--- src/rtl/core/hslrgb_pkg.sv ---
`default_nettype none

package hslrgb_pkg;

	// default fraction bits of the hue, saturation and lightness fields
	localparam int FRAC_BITS_DEF = 12;

	// channel width and lane layout
	localparam int CH_W = 8;
	localparam int LANES = 3;
	localparam int LANE_R = 0;
	localparam int LANE_G = 1;
	localparam int LANE_B = 2;

	localparam logic [CH_W-1:0] CH_MAX = 8'd255;

	// palette cube: four levels per axis, levels picked by channel / 85
	localparam logic [CH_W-1:0] LEVEL_STEP = 8'd85;
	localparam logic [CH_W-1:0] LEVEL_TWO = 8'd170;
	localparam logic [CH_W-1:0] PAL_BASE = 8'd16;
	localparam logic [CH_W-1:0] PAL_R_STEP = 8'd36;
	localparam logic [CH_W-1:0] PAL_G_STEP = 8'd6;

	// channel / 85 for an 8-bit channel
	function automatic logic [1:0] level_of(input logic [CH_W-1:0] c);
		logic [1:0] lv;
		if (c == CH_MAX) begin
			lv = 2'd3;
		end else if (c >= LEVEL_TWO) begin
			lv = 2'd2;
		end else if (c >= LEVEL_STEP) begin
			lv = 2'd1;
		end else begin
			lv = 2'd0;
		end
		return lv;
	endfunction

	function automatic logic [CH_W-1:0] palette_of(
		input logic [CH_W-1:0] r,
		input logic [CH_W-1:0] g,
		input logic [CH_W-1:0] b
	);
		logic [CH_W-1:0] lr;
		logic [CH_W-1:0] lg;
		logic [CH_W-1:0] lb;
		lr = {6'd0, level_of(r)};
		lg = {6'd0, level_of(g)};
		lb = {6'd0, level_of(b)};
		return PAL_BASE + CH_W'(PAL_R_STEP * lr) + CH_W'(PAL_G_STEP * lg) + lb;
	endfunction

endpackage

`default_nettype wire

--- src/rtl/core/hslrgb_palette.sv ---
`default_nettype none

module hslrgb_palette
	import hslrgb_pkg::*;
(
	input  wire logic            clk,
	input  wire logic            arst_n,
	input  wire logic            up_valid,
	output logic                 up_ready,
	input  wire logic [CH_W-1:0] ch [LANES],
	output logic                 dn_valid,
	input  wire logic            dn_ready,
	output logic [CH_W-1:0]      red,
	output logic [CH_W-1:0]      green,
	output logic [CH_W-1:0]      blue,
	output logic [CH_W-1:0]      palette_index
);
	logic            v_s5;
	logic [CH_W-1:0] red_s5;
	logic [CH_W-1:0] green_s5;
	logic [CH_W-1:0] blue_s5;
	logic [CH_W-1:0] pal_s5;
	logic            en_s5;

	assign en_s5 = !v_s5 || dn_ready;
	assign up_ready = en_s5;

	always_ff @(posedge clk or negedge arst_n) begin
		if (!arst_n) begin
			v_s5 <= 1'b0;
		end else if (en_s5) begin
			v_s5 <= up_valid;
		end
	end

	// output register, also holds the word while the sink stalls
	always_ff @(posedge clk) begin
		if (en_s5 && up_valid) begin
			red_s5 <= ch[LANE_R];
			green_s5 <= ch[LANE_G];
			blue_s5 <= ch[LANE_B];
			pal_s5 <= palette_of(ch[LANE_R], ch[LANE_G], ch[LANE_B]);
		end
	end

	assign dn_valid = v_s5;
	assign red = red_s5;
	assign green = green_s5;
	assign blue = blue_s5;
	assign palette_index = pal_s5;

endmodule

`default_nettype wire

--- config.mk ---
export PLATFORM = sky130hd
export DESIGN_NAME = hslrgb_palette
export DESIGN_NICKNAME = d
export VERILOG_FILES = /design/src/rtl/core/hslrgb_pkg.sv /design/src/rtl/core/hslrgb_palette.sv
export SDC_FILE = /design/constraint.sdc
export NUM_CORES = 1
export LEC_CHECK = 0
export BUFFER_PORTS_ARGS = -buffer_cell sky130_fd_sc_hd__buf_2
export CORE_MARGIN = 5
export CORE_UTILIZATION = 35
export CTS_BUF_LIST = sky130_fd_sc_hd__clkbuf_8
export CTS_CLUSTER_SIZE = 20
export DETAILED_ROUTE_END_ITERATION = 8
export PLACE_DENSITY_LB_ADDON = 0.25
export SYNTH_ARGS = -nofsm -noshare
export SYNTH_HDL_FRONTEND = slang
export SYNTH_SLANG_ARGS = --single-unit
--- constraint.sdc ---
create_clock -name clk -period 3 [get_ports clk]
set_clock_uncertainty 0.05 [all_clocks]
set_input_delay 0.45 -clock clk [delete_from_list [all_inputs] [get_ports clk]]
set_output_delay 0.45 -clock clk [all_outputs]
set_load 0.03 [all_outputs]
-- Word-level counts from Yosys, hierarchy flattened
Cells that the tools add are included.
- $add $sub $neg: 3
- multipliers: 2
- $lt $le $gt $ge: 6
- eq/ne operators: 3
- muxes and demuxes: 12
- reductions and logical operators: 3
- operator list (cell ; count):
    $eq A8 B8 Y1 const B ; 3
    $ge A8 B7 Y1 const B ; 3
    $ge A8 B8 Y1 const B ; 3
    $mux W2 ; 9
    $add A5 B8 Y8 const A ; 1
    $add A8 B2 Y8 ; 1
    $add A8 B5 Y8 ; 1
    $mul A4 B2 Y6 const A ; 1
    $mul A2 B2 Y4 const A ; 1
    $mux W1 ; 3
    $logic_and A1 B1 Y1 ; 1
    $logic_not A1 Y1 ; 1
    $logic_or A1 B1 Y1 ; 1
- bits in registers: 33
- input port bits: 28
- logic and storage cells: 34

-- Depth between registers and ports, before layout
- word-level depth: 9
- gate-level depth with buffers: 13

-- Worst setup path before layout
OpenSTA, ideal clock, no wires.
- path type: input to register
- start: input port ch[14] (netlist name)
- end: register pal_s5[6], in the netlist palette_index[6] (data pin)
- arrival time: 2.335 ns
- required time: 2.691 ns
- path slack: 0.356 ns
- cell stages on the path: 13
- buffers on the path: 0
- cell sequence: nand4_1 > nor3_2 > a31oi_1 > ha_1 > inv_1 > ha_1 > ha_1 > inv_1 > fa_1 > inv_1 > a21o_1 > a21oi_1 > xnor2_1
- cells in the longest elaborated chain, start to end: 8
- elaborated cells between the ends (all ways): 10
- RTL lines (what ; line ; source):
    from (decl) ; hslrgb_palette.sv:10 ; input wire logic [CH_W-1:0] ch [LANES],
    $ge A8 B7 Y1 ; hslrgb_pkg.sv:31 ; end else if (c >= LEVEL_STEP) begin
    $mux W1 ; hslrgb_pkg.sv:31 ;
    $mux W2 ; hslrgb_pkg.sv:29 ; end else if (c >= LEVEL_TWO) begin
    $mux W2 * ; hslrgb_pkg.sv:27 ; if (c == CH_MAX) begin
    $mux W2 * ; hslrgb_palette.sv:38 ; if (en_s5 && up_valid) begin
    $mul A2 B2 Y4 * ; hslrgb_pkg.sv:50 ; return PAL_BASE + CH_W'(PAL_R_STEP * lr) + CH_W'(PAL_G_STEP * lg) + lb;
    $add A8 B5 Y8 * ; hslrgb_pkg.sv:50 ;
    $add A8 B2 Y8 * ; hslrgb_pkg.sv:50 ;
    to (signal assigned) ; hslrgb_palette.sv:42 ; pal_s5 <= palette_of(ch[LANE_R], ch[LANE_G], ch[LANE_B]);
    to (decl) ; hslrgb_palette.sv:22 ; logic [CH_W-1:0] pal_s5;
Mark *: on every way between the ends. The rest lies on a longest branch, timed or not. The select of a mux whose other input is x is not followed.
A chain may end at the register's enable or synchronous reset.

-- Worst setup path after layout
- start: input port ch[15] (netlist name)
- end: register pal_s5[6], in the netlist palette_index[6] (data pin)
Same word-level chain as after synthesis.

==> results.yml <==
grt:
  grt_pass1_wl_microns: 4450
  grt_pass1_vias: 1008
  antenna_found_initial: 0
  grt_usage: 0.1089
  grt_max_degree: 33
  overflow: 0
die:
  num_rows: 23
  initial_core_util: 0.3622
  die_w_microns: 74.34
  io-pin-count: 62
  die_h_microns: 74.34
  core-area_sq_um: 4000
  die_area_sq_um: 5526
finish:
  n_antenna_cell: 0
  layout_commonest_cell: "buf_2"
  fin_cells: 223
  design_area_sq_um: 1924
  fin_util: 0.4811
  syn_to_final_growth_pct: 32.82
  drive_gt1_frac: 0.4162
  most-common-layout-cells: "buf_2 (61), edfxtp_1 (32), inv_1 (9), ha_1 (8), o21ai_0 (6)"
  nNetsFinal: 209
power:
  powerDensity_nw_per_um2: 550.6
  p_leak_nw: 0.8213
  max-vdd-ir-drop_v: 0.0003008
sta:
  setup_viol: 0
  finalCritPeriodShare: 0.8611
  hold_violations: 0
  timing.final.crit_period_ps: 2583
  max_freq_mhz: 387.1
  worst_pin_slew_ps: 403.7
  fin_tns_setup_ps: 0
  rsz0062_at_grt: "false"
  finalWorstSetupSlack_ps: 416.7
  slew_headroom: 0.7308
  final-max-slew-violation-count: 0
placed_design:
  portBuffers: 61
  dp_cells: 214
  place_worst_setup_slack_ps: 122.9
  place_hpwl_microns: 2287
  place.gp.congestion: 0.7429
  dpl_cell_area_sq_um: 1832
setup_path:
  r2r_cells: 3
  crit_family: "adder cells"
  path_depth: 14
  slowest_stage: "fa_1"
  slowest_delay_ps: 390
  arrival_ps: 2560
  cp.required_ps: 2980
  startpoint_type: "primary input"
  worstSetupEndpointType: "flip-flop"
  cp_cell_sequence: "buf_2 -> xnor2_1 -> a31oi_1 -> a31oi_1 -> ha_1 -> inv_1 -> ha_1 -> ha_1 -> inv_1 -> fa_1 -> inv_1 -> a21o_1 -> a21oi_1 -> xnor2_1"
  crit_type: "in -> reg"
  crit_fanout: 7
  worst-path-buf-inv: 4
synthesis:
  synth.distinct_cells: 26
  synthMuxAreaShare: 0
  synth_fp_nets: 138
  synth_xor_area_frac: 0.01813
  syn_inst: 101
  synth_seq_cells: 33
  synth.cell_area_sq_um: 1449
  synth.avg_cell_area_sq_um: 14.35
  ys_warn_count: 0
  synth.top_cell.area_share: 0.6632
  synth_fa_ha_area_frac: 0.08290
  synth_area_leader_cell: "edfxtp_1"
  yosys.area_share.simple: 0.08981
  synth-seq-area-share: 0.6805
  synthTopCellsByArea: "edfxtp_1 (66%), ha_1 (6.9%), o21ai_0 (2.1%), inv_1 (2.1%), o211ai_1 (2.1%)"
  synth_top_family_by_area: "compound AO/OA/AOI/OAI gates"
  synth-compound-area-share: 0.1079
cts:
  clk_latency_ps: 280
  ctsHoldBuffers: 1
  cts-resized-gates: 0
  numCtsBuffers: 5
  clock_path_buffers: 2
  cts_root_buffer: "clkbuf_8"
  clk_pin_slew_worst_paths_ps: 70
  cts_max_level: 2
  cts_sinks: 33
  cts_tree: "done"
  cts_post_setup_buffers_inserted: 0
status:
  status: "complete, no violations"
min_path:
  min_path_cells: 1
  hp-class: "in -> reg"
drt:
  dr.pass1.iters: 2
  ant_nets: 0
  detail_route.wl_per_cell_microns: 13.17
  drc: 0
  viasPerCell: 4.717
  wl_microns: 2938
  drt_iter0_drc: 39
  vias: 1052
run:
  maxCapViolCount: 0
==> routing by layer <==
| metal | part of all wire | track usage | wire (microns) | vias to the layer above |
|---|---|---|---|---|
| met5 | 0 | 0 | 0 | - |
| met4 | 0.015 | 0.04743 | 45 | 0 |
| met3 | 0.12 | 0.05270 | 359 | 5 |
| met2 | 0.46 | 0.1781 | 1342 | 43 |
| met1 | 0.41 | 0.1211 | 1191 | 477 |
| li1 | - | - | - | 527 |
==> layout make-up <==
type                    count  area [sq um]
fillers                   379          2076
flip-flops and latches     33         985.9
multi-input cells          60         432.9
repair buffers             64         330.3
clock buffers               5         68.82
well taps                  50         62.56
inverters                   8         30.03
clock inverters             3         13.76
==> report_power, final <==
part           internal, mW  leakage, nW  total [mW]  switching, mW
combinational        0.0656        0.457       0.200          0.134
sequential            0.546        0.315       0.552        0.00642
clock                 0.157       0.0491       0.308          0.151
total                 0.768        0.821        1.06          0.291
==> metrics by stage <==
stage	hold WS, ps	total power, mW
floorplan	104.4	0.6876
finish	326.1	1.059
detailed placement	175.9	0.7621
CTS	312.1	1.075
global placement	174.8	0.7590
global route	310.7	1.116
==> cells in the mapped netlist <==
master,count
a21o_1,1
a21oi_1,4
a31oi_1,2
a32oi_1,1
and2_1,2
and4_1,1
dfrtp_1,1
edfxtp_1,32
fa_1,1
ha_1,8
inv_1,8
nand2_1,5
nand2b_1,2
nand3_1,1
nand4_1,3
nor2_1,5
nor2b_1,1
nor2b_2,1
nor3_1,2
nor3_2,1
o2111ai_1,1
o211ai_1,4
o21a_1,4
o21ai_0,6
o2bb2ai_1,1
xnor2_1,3
==> state kept, by name (all words and copies together) (netlist names) <==
name / count
blue: 8
green: 8
palette_index: 8
red: 8
dn_valid: 1
==> path summary, 6_finish.rpt <==
check,startpoint,end,slack [ps]
setup / recovery,ch[15],palette_index[6],420
hold reg to reg,dn_valid,dn_valid,480
max in group asynchronous,arst_n,dn_valid,2400
setup reg to reg,dn_valid,palette_index[0],1630
min in group asynchronous,arst_n,dn_valid,420
hold / removal,ch[16],red[0],330
==> cell families after synthesis <==
| family | after synthesis |
|---|---|
| adders and majority gates | 9 |
| xor gates and xnor gates | 3 |
| buffers and inverters | 8 |
| DFF | 33 |
| AOI/OAI and AO/OA | 24 |
| and+or+nand+nor | 24 |
(Power assumes the default switching activity.)
