**config.mk**
```make
export PLATFORM = sky130hd
export DESIGN_NAME = hslrgb_ramp
export DESIGN_NICKNAME = d
export VERILOG_FILES = /design/src/rtl/core/hslrgb_pkg.sv /design/src/rtl/core/hslrgb_ramp.sv
export SDC_FILE = /design/constraint.sdc
export NUM_CORES = 2
export LEC_CHECK = 0
export BUFFER_PORTS_ARGS = -buffer_cell sky130_fd_sc_hd__buf_2
export CAP_MARGIN = 10
export CORE_ASPECT_RATIO = 0.8
export CORE_UTILIZATION = 67
export CTS_BUF_LIST = sky130_fd_sc_hd__clkbuf_8
export DETAILED_ROUTE_END_ITERATION = 16
export PLACE_DENSITY = 0.95
export SLEW_MARGIN = 20
export SYNTH_ARGS = -nofsm -noshare
export SYNTH_HDL_FRONTEND = slang
export SYNTH_SLANG_ARGS = --single-unit
```
**constraint.sdc**
```tcl
create_clock -name clk -period 6 [get_ports clk]
set_input_delay 1.2 -clock clk [delete_from_list [all_inputs] [get_ports clk]]
set_output_delay 1.2 -clock clk [all_outputs]
set_load 0.02 [all_outputs]
```
**src/rtl/core/hslrgb_pkg.sv**
```systemverilog
`default_nettype none

package hslrgb_pkg;

	// default fraction bits of the hue, saturation and lightness fields
	localparam int FRAC_BITS_DEF = 12;

	// channel width and lane layout
	localparam int CH_W = 8;
	localparam int LANES = 3;
	localparam int LANE_R = 0;
	localparam int LANE_G = 1;
	localparam int LANE_B = 2;

	localparam logic [CH_W-1:0] CH_MAX = 8'd255;

	// palette cube: four levels per axis, levels picked by channel / 85
	localparam logic [CH_W-1:0] LEVEL_STEP = 8'd85;
	localparam logic [CH_W-1:0] LEVEL_TWO = 8'd170;
	localparam logic [CH_W-1:0] PAL_BASE = 8'd16;
	localparam logic [CH_W-1:0] PAL_R_STEP = 8'd36;
	localparam logic [CH_W-1:0] PAL_G_STEP = 8'd6;

	// channel / 85 for an 8-bit channel
	function automatic logic [1:0] level_of(input logic [CH_W-1:0] c);
		logic [1:0] lv;
		if (c == CH_MAX) begin
			lv = 2'd3;
		end else if (c >= LEVEL_TWO) begin
			lv = 2'd2;
		end else if (c >= LEVEL_STEP) begin
			lv = 2'd1;
		end else begin
			lv = 2'd0;
		end
		return lv;
	endfunction

	function automatic logic [CH_W-1:0] palette_of(
		input logic [CH_W-1:0] r,
		input logic [CH_W-1:0] g,
		input logic [CH_W-1:0] b
	);
		logic [CH_W-1:0] lr;
		logic [CH_W-1:0] lg;
		logic [CH_W-1:0] lb;
		lr = {6'd0, level_of(r)};
		lg = {6'd0, level_of(g)};
		lb = {6'd0, level_of(b)};
		return PAL_BASE + CH_W'(PAL_R_STEP * lr) + CH_W'(PAL_G_STEP * lg) + lb;
	endfunction

endpackage

`default_nettype wire

```
**src/rtl/core/hslrgb_ramp.sv**
```systemverilog
`default_nettype none

module hslrgb_ramp
	import hslrgb_pkg::*;
#(
	parameter int FRAC_BITS = FRAC_BITS_DEF
) (
	input  wire logic                 clk,
	input  wire logic                 arst_n,
	input  wire logic                 up_valid,
	output logic                      up_ready,
	input  wire logic [2*FRAC_BITS:0] pq,
	input  wire logic [2*FRAC_BITS:0] dq,
	input  wire logic [FRAC_BITS:0]   w [LANES],
	output logic                      dn_valid,
	input  wire logic                 dn_ready,
	output logic [CH_W-1:0]           ch [LANES]
);
	localparam int PW = 2 * FRAC_BITS + 1;
	localparam int WW = FRAC_BITS + 1;
	localparam int VW = PW + WW;
	localparam int NW = VW + CH_W;
	localparam int RW = NW - 3 * FRAC_BITS;

	logic            v_s3;
	logic [PW-1:0]   pq_s3;
	logic [VW-1:0]   prod_s3 [LANES];

	logic [VW-1:0]   val_c [LANES];
	logic [NW-1:0]   num_c [LANES];
	logic [RW-1:0]   res_c [LANES];

	logic            v_s4;
	logic [CH_W-1:0] ch_s4 [LANES];

	logic            en_s3;
	logic            en_s4;

	assign en_s4 = !v_s4 || dn_ready;
	assign en_s3 = !v_s3 || en_s4;
	assign up_ready = en_s3;

	// stage 3: (q - p) times the ramp weight, one multiplier per lane
	always_ff @(posedge clk or negedge arst_n) begin
		if (!arst_n) begin
			v_s3 <= 1'b0;
		end else if (en_s3) begin
			v_s3 <= up_valid;
		end
	end

	always_ff @(posedge clk) begin
		if (en_s3 && up_valid) begin
			pq_s3 <= pq;
			for (int i = 0; i < LANES; i++) begin
				prod_s3[i] <= VW'(dq) * VW'(w[i]);
			end
		end
	end

	// stage 4: add p, scale by 255, round half up, saturate
	always_comb begin
		for (int i = 0; i < LANES; i++) begin
			val_c[i] = (VW'(pq_s3) << FRAC_BITS) + prod_s3[i];
			num_c[i] = (NW'(val_c[i]) << CH_W) - NW'(val_c[i])
				+ (NW'(1) << (3 * FRAC_BITS - 1));
			res_c[i] = num_c[i][NW-1:3*FRAC_BITS];
		end
	end

	always_ff @(posedge clk or negedge arst_n) begin
		if (!arst_n) begin
			v_s4 <= 1'b0;
		end else if (en_s4) begin
			v_s4 <= v_s3;
		end
	end

	always_ff @(posedge clk) begin
		if (en_s4 && v_s3) begin
			for (int i = 0; i < LANES; i++) begin
				ch_s4[i] <= (res_c[i] > RW'(CH_MAX)) ? CH_MAX : res_c[i][CH_W-1:0];
			end
		end
	end

	assign dn_valid = v_s4;
	assign ch = ch_s4;

endmodule

`default_nettype wire

```
==> metrics.md, run 1 <==
| Metric | Value |
|---|---|
| Initial core utilization | `67.9%` |
| EDFF count, synth | `163` |
| Register area share after synthesis | `11.4%` |
| Worst slack, placed | `-1310 ps` |
| Die Y-Extent | `230 um` |
| # H-tree levels | `4` |
| Largest net degree at the start of global routing | `106` |
| Cells after synthesis | `4823` |
| CTS root buf | `clkbuf_8` |
| CTS hold repair buffers | `0` |
| Stop err | `[ERROR GRT-0116] Global routing finished with congestion. Check the congestion regions in the DRC Viewer.` |
| Most common cell in the synthesized netlist | `inv_1` |
| Yosys warning count | `0` |
| Dpl hpwl | `121000 um` |
| Clock Sinks | `165` |
| Post-synth top flop | `edfxtp_1` |
| GPL Wtd Cong | `1.03` |
| Post-synth top cells | `inv_1, fa_1, nand2_1` |
| Vias in the first global route | `56400` |
| Synth top area share | `35.0%` |
| Mean post-synth cell area | `9.03 um^2` |
| I/O pin cnt | `119` |
| Placed cell count | `6130` |
| All-Layer GR Usage | `81.0%` |
| Stopping stage | `5_1_grt` |
| Post-synth net total | `6170` |
| Remaining global-route overflow | `49` |
| Synth cell types | `88` |
| Die span in x | `287 um` |
| PortBufs | `118` |
| Row count | `83` |
| TritonCTS Buffers | `17` |
| Clk buf depth | `2` |
| Cell taking the most area after synthesis | `fa_1` |
| Register bit total from synthesis | `165` |
| Asr flop ratio synth | `1.21%` |
| Outcome | `stopped before the end` |
| Global-route wire length before repair | `384000 um` |
| Synthesized area | `43600 um^2` |
| Main area contributors after synthesis | `fa_1, ha_1, edfxtp_1` |
==> cell families after synthesis <==
family,Yosys count,synth area share (%)
compound gates,583,9.04
xor+xnor,192,3.88
fa+ha+maj,1254,49.2
buf+inv,1163,10.0
flops,165,11.4
mux,4,0.0977
simple gates,1462,16.4
==> through the flow <==
stage          area (um^2)  utilization, %
2_1_floorplan        44800               -
3_3_place_gp         49300            76.9
3_5_place_dp         49300            76.9
4_1_cts              52600            82.0
==> timing repair <==
action                     in CTS
pin swaps                     227
setup buffers                 112
resized for setup             460
setup endpoints to repair      87
gates cloned                   10
hold endpoints to repair        0
==> per-layer routing <==
metal	overflow	track usage (%)
met1	2	78.9
met2	19	89.5
met3	4	77.6
met4	24	78.2
met5	0	57.9
==> inputs of run 2 (changes only) <==
- CORE_ASPECT_RATIO: 0.8 -> unset
- CORE_UTILIZATION: 67 -> 40
- CTS_BUF_LIST: sky130_fd_sc_hd__clkbuf_8 -> unset
- PLACE_DENSITY: 0.95 -> unset
- PLACE_DENSITY_LB_ADDON: unset -> 0.15
==> run 2 against run 1 <==
Effect of this change: the flow now finishes, with violations (setup timing); synthesized cell count stayed put; synthesized area stayed put.
==> metrics.md, run 2 <==
| Metric | Value |
|---|---|
| Cell count of the worst reg-to-reg path | `20` |
| Synthesized area | `43600 um^2 (unchanged)` |
| Detail Route Antenna Nets | `0` |
| Nets@finish | `6777` |
| CTS hold repair buffers | `0 (unchanged)` |
| Area of the core | `108000 um^2` |
| GPL Wtd Cong | `0.902 (was 1.03)` |
| Most common cell in the synthesized netlist | `inv_1 (unchanged)` |
| EDFF count, synth | `163 (unchanged)` |
| PortBufs | `118 (unchanged)` |
| Register bit total from synthesis | `165 (unchanged)` |
| Remaining global-route overflow | `0` |
| Cells after synthesis | `4823 (unchanged)` |
| Outcome | `finished with violations (was stopped before the end)` |
| CP Launch Type | `input pin` |
| Cell taking the most area after synthesis | `fa_1 (unchanged)` |
| Final Max Slew Viols | `0` |
| Post-synth net total | `6170 (unchanged)` |
| Most crowded layer after global routing | `met2` |
| Worst Hold Depth | `1` |
| Asr flop ratio synth | `1.21% (unchanged)` |
| # H-tree levels | `4 (unchanged)` |
| Failing checks | `setup timing` |
| Register area share after synthesis | `11.4% (unchanged)` |
| Fmax | `0.158 GHz` |
| Clk buf depth | `2 (unchanged)` |
| Hold Crit Start | `v_s3$_DFFE_PN0N_` |
| Met3 global-route usage | `2.46%` |
| Hold crit path type | `reg -> reg` |
| Crit Path Max Fanout | `6` |
| Routed WL per cell | `18.2 um` |
| Pre-Repair DR Iteration Count | `6` |
| Yosys warning count | `0 (unchanged)` |
| Post-DP Area | `50400 um^2 (was 49300 um^2)` |
| I/O pin cnt | `119 (unchanged)` |
| Min Clock Period, post-route | `6350 ps` |
| Synth cell types | `88 (unchanged)` |
| CP Data Required Time | `6240 ps` |
| Routed vias | `34000` |
| Hold Path Sink | `dn_valid$_DFFE_PN0P_` |
| DRT iter0 DRCs | `1665` |
| RSZ-0062 raised after global routing | `true` |
| Clock Skew | `17.8 ps` |
| # Max-Cap Violations | `0` |
| Met2 global-route usage | `39.5%` |
| Mean post-synth cell area | `9.03 um^2 (unchanged)` |
| Main area contributors after synthesis | `fa_1, ha_1, edfxtp_1 (unchanged)` |
| CTS clk-pin slew, worst paths | `70 ps` |
| Max FFs per register | `114` |
| Initial core utilization | `40.5% (was 67.9%)` |
| Die Y-Extent | `332 um (was 230 um)` |
| Die area | `110000 um^2` |
| Worst reg2reg startpoint | `pq_s3[1]$_DFFE_PP_` |
| Row count | `120 (was 83)` |
| Area added between synthesis and finish | `23.8%` |
| Largest net degree at the start of global routing | `129` |
| Most flops, register | `prod_s3` |
| Dpl hpwl | `106000 um (was 121000 um)` |
| Global-route wire length before repair | `199000 um` |
| CTS root buf | `clkbuf_16 (was clkbuf_8)` |
| CP arrival | `6590 ps` |
| TritonCTS Buffers | `17 (unchanged)` |
| Clock latency at the later pin of the worst-skew pair | `500 ps` |
| Vias per cell | `4.96` |
| Final WS setup | `-348 ps` |
| Setup slack, reg-to-reg | `290 ps` |
| Most frequent cells in the layout | `inv_1, fa_1, nand2_1` |
| Ratio of cells with drive above 1 in the final layout | `21.8%` |
| CP Class | `in -> reg` |
| DR DRC count | `0` |
| All-Layer GR Usage | `23.2%` |
| Die span in x | `332 um (was 287 um)` |
| Vias in the first global route | `35900` |
| Initial antenna violation count | `3` |
| RR Endpoint | `ch[0]$_SDFFCE_PN1P_` |
| Final period utilization | `106%` |
| CTS tree | `done` |
| Clock Sinks | `165 (unchanged)` |
| Post-route cell area | `53900 um^2` |
| Final hold vios | `0` |
| GR Layer Usage met1 | `31.4%` |
| Worst Tran Pin Value | `805 ps` |
| Crit. End Element | `register` |
| Commonest non-fill, non-tap cell in the layout | `inv_1` |
| Synth top area share | `35.0% (unchanged)` |
| Setup violations, final | `30` |
| Rel. slew slack | `46.3%` |
| Post-synth top flop | `edfxtp_1 (unchanged)` |
| Overall routed net length | `125000 um` |
| Post-synth top cells | `inv_1, fa_1, nand2_1 (unchanged)` |
-- run 2: cell counts after synthesis --
Identical to the previous run, type by type.
-- run 2: how the worst max path moves through the flow --
stage	from	end	slack (ps)
after floorplan	w[7]	prod_s3[0][112]$_DFFE_PP_	-650
after detailed placement	dq[7]	prod_s3[0][112]$_DFFE_PP_	-1140
after global placement	dq[7]	prod_s3[0][112]$_DFFE_PP_	-1100
after global routing	dq[12]	prod_s3[0][36]$_DFFE_PP_	-490
after CTS	w[8]	prod_s3[0][112]$_DFFE_PP_	-360
final	dq[12]	prod_s3[0][36]$_DFFE_PP_	-350
-- run 2: repair_timing --
item / in CTS / in global routing
setup endpoints to repair: 64 / 77
pin swaps: 154 / 165
setup buffers: 69 / 44
resized for setup: 276 / 228
gates cloned: 9 / 1
endpoints found under the hold margin: 0 / 0
-- run 2: per-layer routing --
layer | up-vias | routed length, um
li1 | 16300 | -
met1 | 17000 | 57100
met2 | 614 | 59800
met3 | 115 | 4690
met4 | 0 | 3290
met5 | - | 0
-- run 2: cells by family after synthesis --
| group | synth area share, % |
|---|---|
| AND/OR/NAND/NOR | 16.4 |
| adder cells (fa/ha/maj) | 49.2 |
| buffers and inverters | 10.0 |
| AO/OA/AOI/OAI | 9.04 |
| XOR/XNOR | 3.88 |
| flip-flops | 11.4 |
| multiplexers | 0.0977 |
-- run 2: critical path, stage by stage --
cell,delay (ps)
buf_16,130
buf_12,140
buf_8,130
and2_4,130
fa_1,550
inv_2,40
fa_1,520
inv_1,50
fa_1,470
fa_1,500
inv_1,50
fa_1,490
inv_2,50
ha_4,260
nand4_1,130
nor2_2,150
and3_4,200
nand4_1,170
and3_4,260
o31ai_4,190
a31o_2,210
a21oi_2,60
o31ai_1,220
a21oi_1,130
xnor2_1,130
-- run 2: layout make-up --
type,count,area (um^2)
Inverter,960,3600
Timing Repair Buffer,791,7090
Fill cell,10200,53600
Clock inverter,15,138
Multi-Input combinational cell,3495,36000
Tap cell,1403,1760
Sequential cell,165,4940
Clock buffer,17,425
Antenna cell,4,10.0
-- run 2: through the flow --
stage / hold WS, ps / setup TNS (ps) / setup slack [ps] / instances / util, %
finish: 483 / -4590 / -348 / 6850 / 50.2
global placement: 465 / -47100 / -1100 / 6709 / 46.8
floorplan: 449 / -6600 / -648 / 4823 / -
global route: 457 / -10130 / -495 / 6846 / 50.2
CTS: 446 / -3440 / -360 / 6813 / 49.1
detailed placement: 472 / -48800 / -1140 / 6709 / 46.8
Power of run 2 is left out: the tool's default activity adds up to more than one toggle a clock period on the data nets, which glitch-free logic cannot reach.
