<file path="config.mk">
export PLATFORM = sky130hd
export DESIGN_NAME = hslrgb_front
export DESIGN_NICKNAME = d
export VERILOG_FILES = /design/src/rtl/core/hslrgb_pkg.sv /design/src/rtl/core/hslrgb_front.sv
export SDC_FILE = /design/constraint.sdc
export NUM_CORES = 1
export LEC_CHECK = 0
export BUFFER_PORTS_ARGS = -buffer_cell sky130_fd_sc_hd__buf_2
export CORE_ASPECT_RATIO = 0.8
export CORE_MARGIN = 3
export CORE_UTILIZATION = 50
export DETAILED_ROUTE_END_ITERATION = 6
export GPL_TIMING_DRIVEN = 0
export PLACE_DENSITY = 0.78
export SLEW_MARGIN = 0
export SYNTH_ARGS = -nofsm -noshare
export SYNTH_HDL_FRONTEND = slang
export SYNTH_SLANG_ARGS = --single-unit
</file>
<file path="constraint.sdc">
create_clock -name clk -period 7.4 [get_ports clk]
set_input_delay 0.37 -clock clk [delete_from_list [all_inputs] [get_ports clk]]
set_output_delay 0.37 -clock clk [all_outputs]
set_load 0.005 [all_outputs]
</file>
<file path="src/rtl/core/hslrgb_pkg.sv">
`default_nettype none

package hslrgb_pkg;

	// default fraction bits of the hue, saturation and lightness fields
	localparam int FRAC_BITS_DEF = 12;

	// channel width and lane layout
	localparam int CH_W = 8;
	localparam int LANES = 3;
	localparam int LANE_R = 0;
	localparam int LANE_G = 1;
	localparam int LANE_B = 2;

	localparam logic [CH_W-1:0] CH_MAX = 8'd255;

	// palette cube: four levels per axis, levels picked by channel / 85
	localparam logic [CH_W-1:0] LEVEL_STEP = 8'd85;
	localparam logic [CH_W-1:0] LEVEL_TWO = 8'd170;
	localparam logic [CH_W-1:0] PAL_BASE = 8'd16;
	localparam logic [CH_W-1:0] PAL_R_STEP = 8'd36;
	localparam logic [CH_W-1:0] PAL_G_STEP = 8'd6;

	// channel / 85 for an 8-bit channel
	function automatic logic [1:0] level_of(input logic [CH_W-1:0] c);
		logic [1:0] lv;
		if (c == CH_MAX) begin
			lv = 2'd3;
		end else if (c >= LEVEL_TWO) begin
			lv = 2'd2;
		end else if (c >= LEVEL_STEP) begin
			lv = 2'd1;
		end else begin
			lv = 2'd0;
		end
		return lv;
	endfunction

	function automatic logic [CH_W-1:0] palette_of(
		input logic [CH_W-1:0] r,
		input logic [CH_W-1:0] g,
		input logic [CH_W-1:0] b
	);
		logic [CH_W-1:0] lr;
		logic [CH_W-1:0] lg;
		logic [CH_W-1:0] lb;
		lr = {6'd0, level_of(r)};
		lg = {6'd0, level_of(g)};
		lb = {6'd0, level_of(b)};
		return PAL_BASE + CH_W'(PAL_R_STEP * lr) + CH_W'(PAL_G_STEP * lg) + lb;
	endfunction

endpackage

`default_nettype wire

</file>
<file path="src/rtl/core/hslrgb_front.sv">
`default_nettype none

module hslrgb_front
	import hslrgb_pkg::*;
#(
	parameter int FRAC_BITS = FRAC_BITS_DEF
) (
	input  wire logic                   clk,
	input  wire logic                   arst_n,
	input  wire logic                   up_valid,
	output logic                        up_ready,
	input  wire logic [FRAC_BITS-1:0]   hue,
	input  wire logic [FRAC_BITS:0]     saturation,
	input  wire logic [FRAC_BITS:0]     lightness,
	output logic                        dn_valid,
	input  wire logic                   dn_ready,
	output logic [2*FRAC_BITS:0]        pq,
	output logic [2*FRAC_BITS:0]        dq,
	output logic [FRAC_BITS:0]          w [LANES]
);
	localparam int SW = FRAC_BITS + 1;
	localparam int PW = 2 * FRAC_BITS + 1;
	localparam int QW = PW + 1;
	localparam int POS_W = FRAC_BITS + 2;
	localparam int WW = FRAC_BITS + 1;
	localparam int ONE = 1 << FRAC_BITS;

	// ramp weight in units of 1/ONE for a position in thirds of 1/ONE
	function automatic logic [WW-1:0] ramp_weight(input logic [POS_W-1:0] pos);
		logic [POS_W:0] pos2;
		logic [WW-1:0]  wt;
		pos2 = {pos, 1'b0};
		if (pos2 < (POS_W+1)'(ONE)) begin
			wt = WW'(pos2);
		end else if (pos2 < (POS_W+1)'(3 * ONE)) begin
			wt = WW'(ONE);
		end else if (pos < POS_W'(2 * ONE)) begin
			wt = WW'((POS_W+1)'(4 * ONE) - pos2);
		end else begin
			wt = '0;
		end
		return wt;
	endfunction

	logic [SW-1:0]    s_c;
	logic [SW-1:0]    l_c;
	logic [2*SW-1:0]  ls_c;
	logic [POS_W-1:0] h3;
	logic [POS_W-1:0] pos [LANES];

	logic             v_s1;
	logic [SW-1:0]    s_s1;
	logic [SW-1:0]    l_s1;
	logic [PW-1:0]    ls_s1;
	logic [WW-1:0]    w_s1 [LANES];

	logic [QW-1:0]    qq_c;
	logic [QW-1:0]    pq_c;
	logic [QW-1:0]    dq_c;

	logic             v_s2;
	logic [PW-1:0]    pq_s2;
	logic [PW-1:0]    dq_s2;
	logic [WW-1:0]    w_s2 [LANES];

	logic             en_s1;
	logic             en_s2;

	assign en_s2 = !v_s2 || dn_ready;
	assign en_s1 = !v_s1 || en_s2;
	assign up_ready = en_s1;

	// stage 1: clamp, l*s, hue positions and ramp weights
	always_comb begin
		s_c = (saturation > SW'(ONE)) ? SW'(ONE) : saturation;
		l_c = (lightness > SW'(ONE)) ? SW'(ONE) : lightness;
		ls_c = (2*SW)'(s_c) * (2*SW)'(l_c);
		h3 = (POS_W'(hue) << 1) + POS_W'(hue);
		pos[LANE_R] = h3 + POS_W'(ONE);
		if (pos[LANE_R] >= POS_W'(3 * ONE)) begin
			pos[LANE_R] = pos[LANE_R] - POS_W'(3 * ONE);
		end
		pos[LANE_G] = h3;
		pos[LANE_B] = (h3 >= POS_W'(ONE)) ? h3 - POS_W'(ONE) : h3 + POS_W'(2 * ONE);
	end

	always_ff @(posedge clk or negedge arst_n) begin
		if (!arst_n) begin
			v_s1 <= 1'b0;
		end else if (en_s1) begin
			v_s1 <= up_valid;
		end
	end

	always_ff @(posedge clk) begin
		if (en_s1 && up_valid) begin
			s_s1 <= s_c;
			l_s1 <= l_c;
			ls_s1 <= ls_c[PW-1:0];
			for (int i = 0; i < LANES; i++) begin
				w_s1[i] <= ramp_weight(pos[i]);
			end
		end
	end

	// stage 2: q and p with 2*FRAC_BITS fraction bits
	always_comb begin
		if ({l_s1, 1'b0} < (SW+1)'(ONE)) begin
			qq_c = (QW'(l_s1) << FRAC_BITS) + QW'(ls_s1);
		end else begin
			qq_c = ((QW'(l_s1) + QW'(s_s1)) << FRAC_BITS) - QW'(ls_s1);
		end
		pq_c = (QW'(l_s1) << (FRAC_BITS + 1)) - qq_c;
		dq_c = qq_c - pq_c;
	end

	always_ff @(posedge clk or negedge arst_n) begin
		if (!arst_n) begin
			v_s2 <= 1'b0;
		end else if (en_s2) begin
			v_s2 <= v_s1;
		end
	end

	always_ff @(posedge clk) begin
		if (en_s2 && v_s1) begin
			pq_s2 <= pq_c[PW-1:0];
			dq_s2 <= dq_c[PW-1:0];
			w_s2 <= w_s1;
		end
	end

	assign dn_valid = v_s2;
	assign pq = pq_s2;
	assign dq = dq_s2;
	assign w = w_s2;

endmodule

`default_nettype wire

</file>
* Word-level counts from Yosys, hierarchy flattened
Cells that the tools add are included.
** Word-level totals
- Register bits after elaboration :: 181
- Word-level logic and storage cells :: 70
- Output and inout port bits :: 91
- Input bits :: 42
** Cells by class
- $add $sub $neg :: 13
- Multipliers :: 1
- Order comparisons :: 14
- Reductions and logical operators :: 9
- Bitwise operators :: 3
- Muxes and demuxes :: 14
** Operator list (number)
- two-way mux 13 bit :: 11
- subtractor 25 bit :: 3
- < comparator 15 x 13 -> 1 bit (second input constant) :: 3
- < comparator 15 x 14 -> 1 bit (second input constant) :: 3
- < comparator 14 bit (second input constant) :: 3
- subtractor 1 x 13 -> 13 bit (first input constant) :: 3
- two-way mux 14 bit :: 2
- greater-than comparator 13 bit (second input constant) :: 2
- adder 25 bit :: 1
- multiplier 13 x 13 -> 25 bit :: 1
- two-way mux 25 bit :: 1
- adder 13 x 12 -> 14 bit :: 1
- adder 14 x 13 -> 14 bit (second input constant) :: 1
- adder 14 bit (second input constant) :: 1
- greater-or-equal comparator 14 x 13 -> 1 bit (second input constant) :: 1
- greater-or-equal comparator 14 bit (second input constant) :: 1
- < comparator 14 x 13 -> 1 bit (second input constant) :: 1
- subtractor 14 x 13 -> 14 bit (second input constant) :: 1
- subtractor 14 bit (second input constant) :: 1
- adder 13 bit :: 1
- OR reduction 3 bit :: 3
- NOT 1 bit :: 3
- logical AND 1 bit :: 2
- logical NOT 1 bit :: 2
- logical OR 1 bit :: 2

* Depth between registers and ports, before layout
Gate-level depths: netlist of run 1.
- Depth in word-level cells :: 8
- Gate-level depth with buffers :: 28
- Depth with buffers taken out :: 28

* Worst setup path before layout of run 1
No wires, ideal clock.
- Path type :: input to register
- Start :: input port lightness[6]
- End :: register ls_s1[24] (data pin)
- Data required time :: 7.140 ns
- Cell stages on the path :: 23
- Setup time :: 0.260 ns
- Path buffers :: 1
- Slack :: 1.174 ns
- Data arrival time :: 5.967 ns
- Cell sequence :: or4_1 o31ai_1 and2_1 clkbuf_1 nand2_1 fa_1 inv_1 fa_1 fa_1 inv_1 fa_1 inv_1 fa_1 ha_1 a21oi_1 o21ai_0 a211oi_1 o21ai_0 nand3_1 a31oi_1 a21o_1 a21oi_1 xnor2_1
** Between the ends
- Word-level cells in the longest chain between the ends :: 3
** Ends and longest elaborated chain
- start, declared :: line hslrgb_front.sv:14 : input wire logic [FRAC_BITS:0] lightness,
- greater-than comparator 13 bit :: line hslrgb_front.sv:76 : l_c = (lightness > SW'(ONE)) ? SW'(ONE) : lightness;
- two-way mux 13 bit :: line hslrgb_front.sv:76
- net l_c[5] :: line hslrgb_front.sv:46 : logic [SW-1:0] l_c;
- multiplier 13 x 13 -> 25 bit :: line hslrgb_front.sv:77 : ls_c = (2*SW)'(s_c) * (2*SW)'(l_c);
- net ls_c[24] :: line hslrgb_front.sv:47 : logic [2*SW-1:0] ls_c;
- end signal, assigned :: line hslrgb_front.sv:99 : ls_s1 <= ls_c[PW-1:0];
- end, declared :: line hslrgb_front.sv:54 : logic [PW-1:0] ls_s1;
The timed path passes the listed nets, and every way through them passes these cells.
A chain may end at the register's enable or synchronous reset.

* Worst setup path in the final report of run 1
Same ends and word-level chain as after synthesis.

==> metrics.md, run 1 <==
| Metric | Value |
|---|---|
| Outcome | complete, no violations |
| FF-to-FF Start | ls_s1[0] |
| Die area | 35300 sq um |
| FF+latch count, synth | 174 |
| Placer Congestion | 0.969 |
| First-pass GRT wire length | 64700 um |
| Largest net degree at the start of global routing | 69 |
| Clock Tree Buf Depth | 2 |
| Syn Inst Count | 1688 |
| DRC | 0 |
| CP max FO | 10 |
| Final period utilization | 0.978 |
| Switching part of the total | 0.411 |
| Critical path arrival | 7.43 ns |
| Fraction of layout cells with a size suffix above 1 | 0.118 |
| Area leader, netlist | edfxtp_1 |
| Synth Cell Area | 16500 sq um |
| Worst-margin pin slew | 1.04 ns |
| Leak | 8.22 nW |
| Top cell type's share of synthesized area | 0.312 |
| Gr ovfl total | 0 |
| Clock tree sinks | 174 |
| Worst-skew pair later-pin latency | 0.45 ns |
| Ys flop type | edfxtp_1 |
| Pwr dens | 306 nW/um^2 |
| Pint | 3.30 mW |
| CTS clk-pin slew, worst paths | 0.07 ns |
| FP Rows | 58 |
| Post-layout min period | 7.24 ns |
| Antenna Cells | 0 |
| Vias | 12801 |
| Cell chosen for the clock root | clkbuf_16 |
| Clk pwr share | 0.159 |
| Initial Util | 0.517 |
| I/O pin count | 133 |
| Yosys cell types | 93 |
| Hold wc startpoint | up_valid |
| Setup Skew | 0.0184 ns |
| CP Data Required Time | 7.59 ns |
| Avg Cell Area, Syn | 9.80 sq um |
| Slew Limit Fails | 0 |
| Core area | 32000 sq um |
| Crit Path Class | primary input to flop |
| Slew margin rel. | 0.304 |
| Final Util | 0.573 |
| Peak supply drop | 0.000225 V |
| Combinational power share | 0.567 |
| Synth warnings | 0 |
| Synth area leaders | edfxtp_1 (31%), fa_1 (15%), ha_1 (12%) |
| Drt pass-1 iters | 6 |
| Number of buffers created by CTS | 17 |
| Max_cap viols | 0 |
| Synthesis-to-finish area growth | 10.9% |
| Fin nets | 2160 |
| Die height | 169 um |
| Global Route Usage Sum | 0.228 |
| Post-CTS Setup Inserts | 0 |
| Vias in the first global route | 12608 |
| Initial antenna violation count | 1 |
| Min Hold Slack | 0.132 ns |
| CTS tree | built |
| Endpoint class of the critical path | flop |
| F_max | 138 MHz |
| Post-DP HPWL | 31500 um |
| Die X | 209 um |
| Starting DRT DRC Count | 1162 |
| Sequential area share after synthesis | 0.315 |
| Fin. Hold Viols | 0 |
| RSZ-0062 raised after global routing | false |
| ANT nets after route | 0 |
| Top cells by count, synth | inv_1 (235), edfxtp_1 (172), nand2_1 (171) |
| CP startpoint kind | primary input |
| Detailed Route WL | 39900 um |
| Beginning of the critical path | lightness[6] |
| Number of flops mapped to enable cells by yosys | 172 |
| Sw Pwr | 2.31 mW |
| Vias per cell | 5.63 |
| Seq pwr share | 0.274 |
| Most frequent cell after synthesis | inv_1 |
| PortBufs | 127 |
| Wire per inst | 17.6 um |
| Ys async rst share | 0.0115 |
| Final setup viols | 0 |
| Worst Hold Class | primary input to flop |
| Htree depth | 4 |
[sequential cells by signal (all words and copies together), names as in the netlist]
signal and cells:
w 36, w_s1 36, ls_s1 25, pq 25, dq 24, l_s1 13
s_s1 13, dn_valid 1, v_s1 1
[final cells by class]
| class | count | area, sq um |
|---|---|---|
| plain buffers | 50 | 211 |
| clock buffers | 18 | 429 |
| clock inverters | 14 | 133 |
| fillers | 2726 | 13700 |
| inverters | 245 | 920 |
| multi-input cells | 1222 | 10200 |
| flip-flops and latches | 174 | 5220 |
| well taps | 420 | 526 |
| repair buffers | 130 | 693 |
[final timing paths]
check                            end  slack, ns  depth (start not counted)
setup / recovery           ls_s1[24]       0.16                         24
hold / removal                  v_s1       0.13                          2
setup reg to reg              dq[23]       0.84                         26
hold reg to reg                w[32]       0.42                          0
max in group asynchronous       v_s1       7.06                          2
min in group asynchronous   dn_valid       0.24                          2
[power by group through the flow]
stage	clock network [mW]	logic, mW	registers, mW
4_1_cts	0.901	3.15	1.54
3_5_place_dp	0	3.12	1.56
6_report	0.891	3.18	1.54
3_3_place_gp	0	3.00	1.56
2_1_floorplan	0	2.39	1.56
5_1_grt	0.944	3.54	1.56
[kinds of logic (layout without fill, tap and decap cells)]
group	count (synthesis)	in the layout	share of synthesized area
and+or+nand+nor	497	497	0.146
AOI/OAI and AO/OA	313	313	0.129
buffers and inverters	295	457	0.0683
adders and majority gates	283	283	0.269
DFF	174	174	0.315
xor gates and xnor gates	118	118	0.0672
muxes	7	7	0.00439
other	1	4	0.000227
[through the flow]
step | setup slack (ns) | TNS (ns) | cell area [sq um] | cells | power [mW]
5_1_grt | 0.00104 | 0 | 18300 | 2273 | 6.05
3_5_place_dp | -0.208 | -0.317 | 17800 | 2240 | 4.68
4_1_cts | 0.209 | 0 | 18300 | 2273 | 5.59
3_3_place_gp | -0.106 | -0.131 | 17700 | 2238 | 4.56
6_report | 0.161 | 0 | 18300 | 2273 | 5.61
2_1_floorplan | 1.17 | 0 | 16600 | 1691 | 3.96
[worst max-delay path, cell delays in order]
cell and delay (ns):
buf_2 0.11, or4_1 0.53, o31ai_1 0.63, and2_1 0.26, clkbuf_1 0.51, nand2_1 0.16, fa_1 0.53, inv_1 0.05
fa_1 0.43, fa_1 0.56, inv_1 0.05, fa_1 0.48, inv_1 0.06, fa_1 0.48, ha_1 0.40, nand2_1 0.07
o21ai_0 0.44, a211oi_1 0.21, o21ai_0 0.29, nand3_1 0.17, a31oi_1 0.27, a21o_1 0.16, a21oi_1 0.07, xnor2_1 0.13
[cells in the final DEF, fill, tap and decap left out, drive strengths merged, types with 5 or more instances in the layout]
cell type and n:
a21boi 9, nand2b 27, nand2 171, buf 142, nor3b 8, o21bai 20, a21oi 86, or3b 5
and2 18, nand3 20, or4 6, a31oi 11, and3 13, xor2 37, a211oi 14, nor2 132
nor3 27, o22ai 20, o21ai 52, inv 242, or2 11, nand4 5, clkbuf 55, mux2i 5
nor2b 17, clkinv 12, a21o 23, or3 10, nor4 8, nand3b 8, ha 155, maj3 5
edfxtp 172, fa 123, o21a 17, xnor2 76
[layer usage]
metal,global-route usage,part of all wire,up-vias
met1,0.321,0.44,6065
met4,0.0649,0.023,4
met2,0.351,0.44,580
li1,-,-,6075
met5,0,0.00073,-
met3,0.0584,0.094,77
[what timing repair did]
item                       4_1_cts  5_1_grt
hold buffers                     1        0
resized for setup                0        2
hold endpoints to repair         2        0
setup endpoints to repair        0        3
Power figures use the tool's default switching activity.
==> run 2, diff against run 1 <==
CORE_ASPECT_RATIO = 1.5   (was 0.8)
CTS_CLUSTER_SIZE = 25   (was not set)
==> run 2 against run 1 <==
  * Flip-flop and latch count stayed put
  * Critical path depth did not move
  * Sequential share of layout area shrank 0.083 points
  * Via count down 0.25%
  * Final area increased by 0.29%
  * Core utilization decreased by 0.94 points
  * Wire length shrank 4.8%
  * Die area barely moved
  * Clock power is 0.7% lower
  * Largest cell class unchanged
==> metrics.md, run 2 (synthesis results as in run 1) <==
| Metric | Value |
|---|---|
| Most common cell after layout, fill and taps aside | inv_1 |
| Cell chosen for the clock root | clkbuf_16 |
| Largest net degree at the start of global routing | 65 |
| Cell repeated most along the worst path | fa_1 |
| CTS clk-pin slew, worst paths | 0.07 ns |
| Clock tree sinks | 174 |
| Post-DP HPWL | 30600 um |
| CP startpoint kind | primary input |
| Most frequent cells in the layout | inv_1 (235), edfxtp_1 (172), nand2_1 (171), ha_1 (155), buf_2 (133) |
| Pwr dens | 302 nW/um^2 |
| CP Buf/Inv Count | 5 |
| Starting DRT DRC Count | 834 |
| Vias | 12769 |
| Wire per inst | 16.8 um |
| Initial antenna violation count | 0 |
| Die X | 155 um |
| Clock Tree Buf Depth | 2 |
| Worst-skew pair later-pin latency | 0.45 ns |
| FF-to-FF path depth | 26 |
| Critical path arrival | 7.25 ns |
| Vias per cell | 5.63 |
| Hold depth | 2 |
| Crit Path Class | primary input to flop |
| Hold wc startpoint | up_valid |
| Beginning of the critical path | lightness[6] |
| FP Rows | 81 |
| Gr ovfl total | 0 |
| Fraction of layout cells with a size suffix above 1 | 0.120 |
| CP Data Required Time | 7.60 ns |
| Critical Path End | ls_s1[24] |
| Detailed Route WL | 38000 um |
| Placer Congestion | 0.965 |
| Fin nets | 2160 |
| Endpoint class of the critical path | flop |
| I/O pin count | 133 |
| Synthesis-to-finish area growth | 11.2% |
| Htree depth | 4 |
| ANT nets after route | 0 |
| Max_cap viols | 0 |
| Final period utilization | 0.953 |
| Drt pass-1 iters | 6 |
| Die height | 229 um |
| Number of buffers created by CTS | 17 |
| Critical path depth in cells | 24 |
| Peak supply drop | 0.000234 V |
| Vias in the first global route | 12942 |
| Outcome | complete, no violations |
| Cell breakdown of the critical path | buf_2 > or4_1 > o31ai_2 > and2_1 > clkbuf_1 > nand2_1 > fa_1 > inv_1 > fa_1 > fa_1 > inv_1 > fa_1 > inv_1 > fa_1 > ha_1 > nand2_1 > o21ai_0 > a211oi_1 > o21ai_0 > nand3_1 > a31oi_1 > a21o_1 > a21oi_1 > xnor2_1 |
| Worst setup margin | 0.348 ns |
| CP max FO | 10 |
| Die area | 35300 sq um |
| Setup TNS | 0 ns |
| PortBufs | 127 |
| Slew margin rel. | 0.349 |
| Setup Skew | 0.0141 ns |
| CP max stage delay | 0.56 ns |
| Slowest cell on the critical path | clkbuf_1 |
| DRC | 0 |
| Worst-margin pin slew | 0.969 ns |
| Worst r2r dst | dq[23] |
| CP top delay family | adder cells |
| Final setup viols | 0 |
| Antenna Cells | 0 |
| FF-to-FF Start | ls_s1[0] |
| Final Util | 0.564 |
| Leak | 8.25 nW |
| Pre-CTS worst setup slack | -0.236 ns |
| Worst Hold Class | primary input to flop |
| Flop2flop setup slack | 0.67 ns |
| Slew Limit Fails | 0 |
| First-pass GRT wire length | 62500 um |
| Core area | 32600 sq um |
| Global Route Usage Sum | 0.216 |
| Min Hold Slack | 0.133 ns |
| CTS tree | built |
| Initial Util | 0.507 |
| Post-CTS Setup Inserts | 0 |
| F_max | 142 MHz |
| Fin. Hold Viols | 0 |
| Post-layout min period | 7.05 ns |
run 2: changes by cell type in the layout (fill, tap and decap cells not counted), sizes merged:
cell,change
bufinv,-1
clkinv,+3
inv,+1
clkbuf,-1
clkinvlp,-2
run 2: through the flow:
step           area [sq um]  total power [mW]  instances
6_report              18400              5.55       2268
5_1_grt               18400              6.00       2268
4_1_cts               18400              5.56       2268
3_5_place_dp          17800              4.64       2235
3_3_place_gp          17700              4.53       2233
2_1_floorplan         16600              3.96       1691
run 2: worst min path at each step:
| stage | endpoint | slack (ns) |
|---|---|---|
| after floorplan | dn_valid | 0.07 |
| after global placement | v_s1 | 0.15 |
| after detailed placement | v_s1 | 0.16 |
| after CTS | v_s1 | 0.11 |
| after global routing | v_s1 | 0.12 |
| final | v_s1 | 0.13 |
run 2: final cells by class:
class	count	area [sq um]
fillers	2818	14200
multi-input cells	1222	10200
flip-flops and latches	174	5220
inverters	245	923
repair buffers	130	693
well taps	415	519
clock buffers	17	425
plain buffers	50	211
clock inverters	15	188
run 2: what timing repair did:
| action | in CTS | in global routing |
|---|---|---|
| endpoints found under the hold margin | 2 | 0 |
| setup endpoints to repair | 0 | 2 |
| hold buffers | 1 | 0 |
| gates resized for setup | 0 | 4 |
run 2: power breakdown:
part	total [mW]	switching, mW	internal, mW
clock	0.885	0.426	0.458
sequential	1.53	0.0712	1.46
combinational	3.13	1.76	1.37
total	5.55	2.26	3.29
run 2: routing by layer:
metal,up-vias,routed length (um),global-route usage
li1,6076,-,-
met1,6057,14500,0.256
met2,517,19500,0.387
met3,119,2350,0.0301
met4,0,1640,0.0944
met5,-,0,0
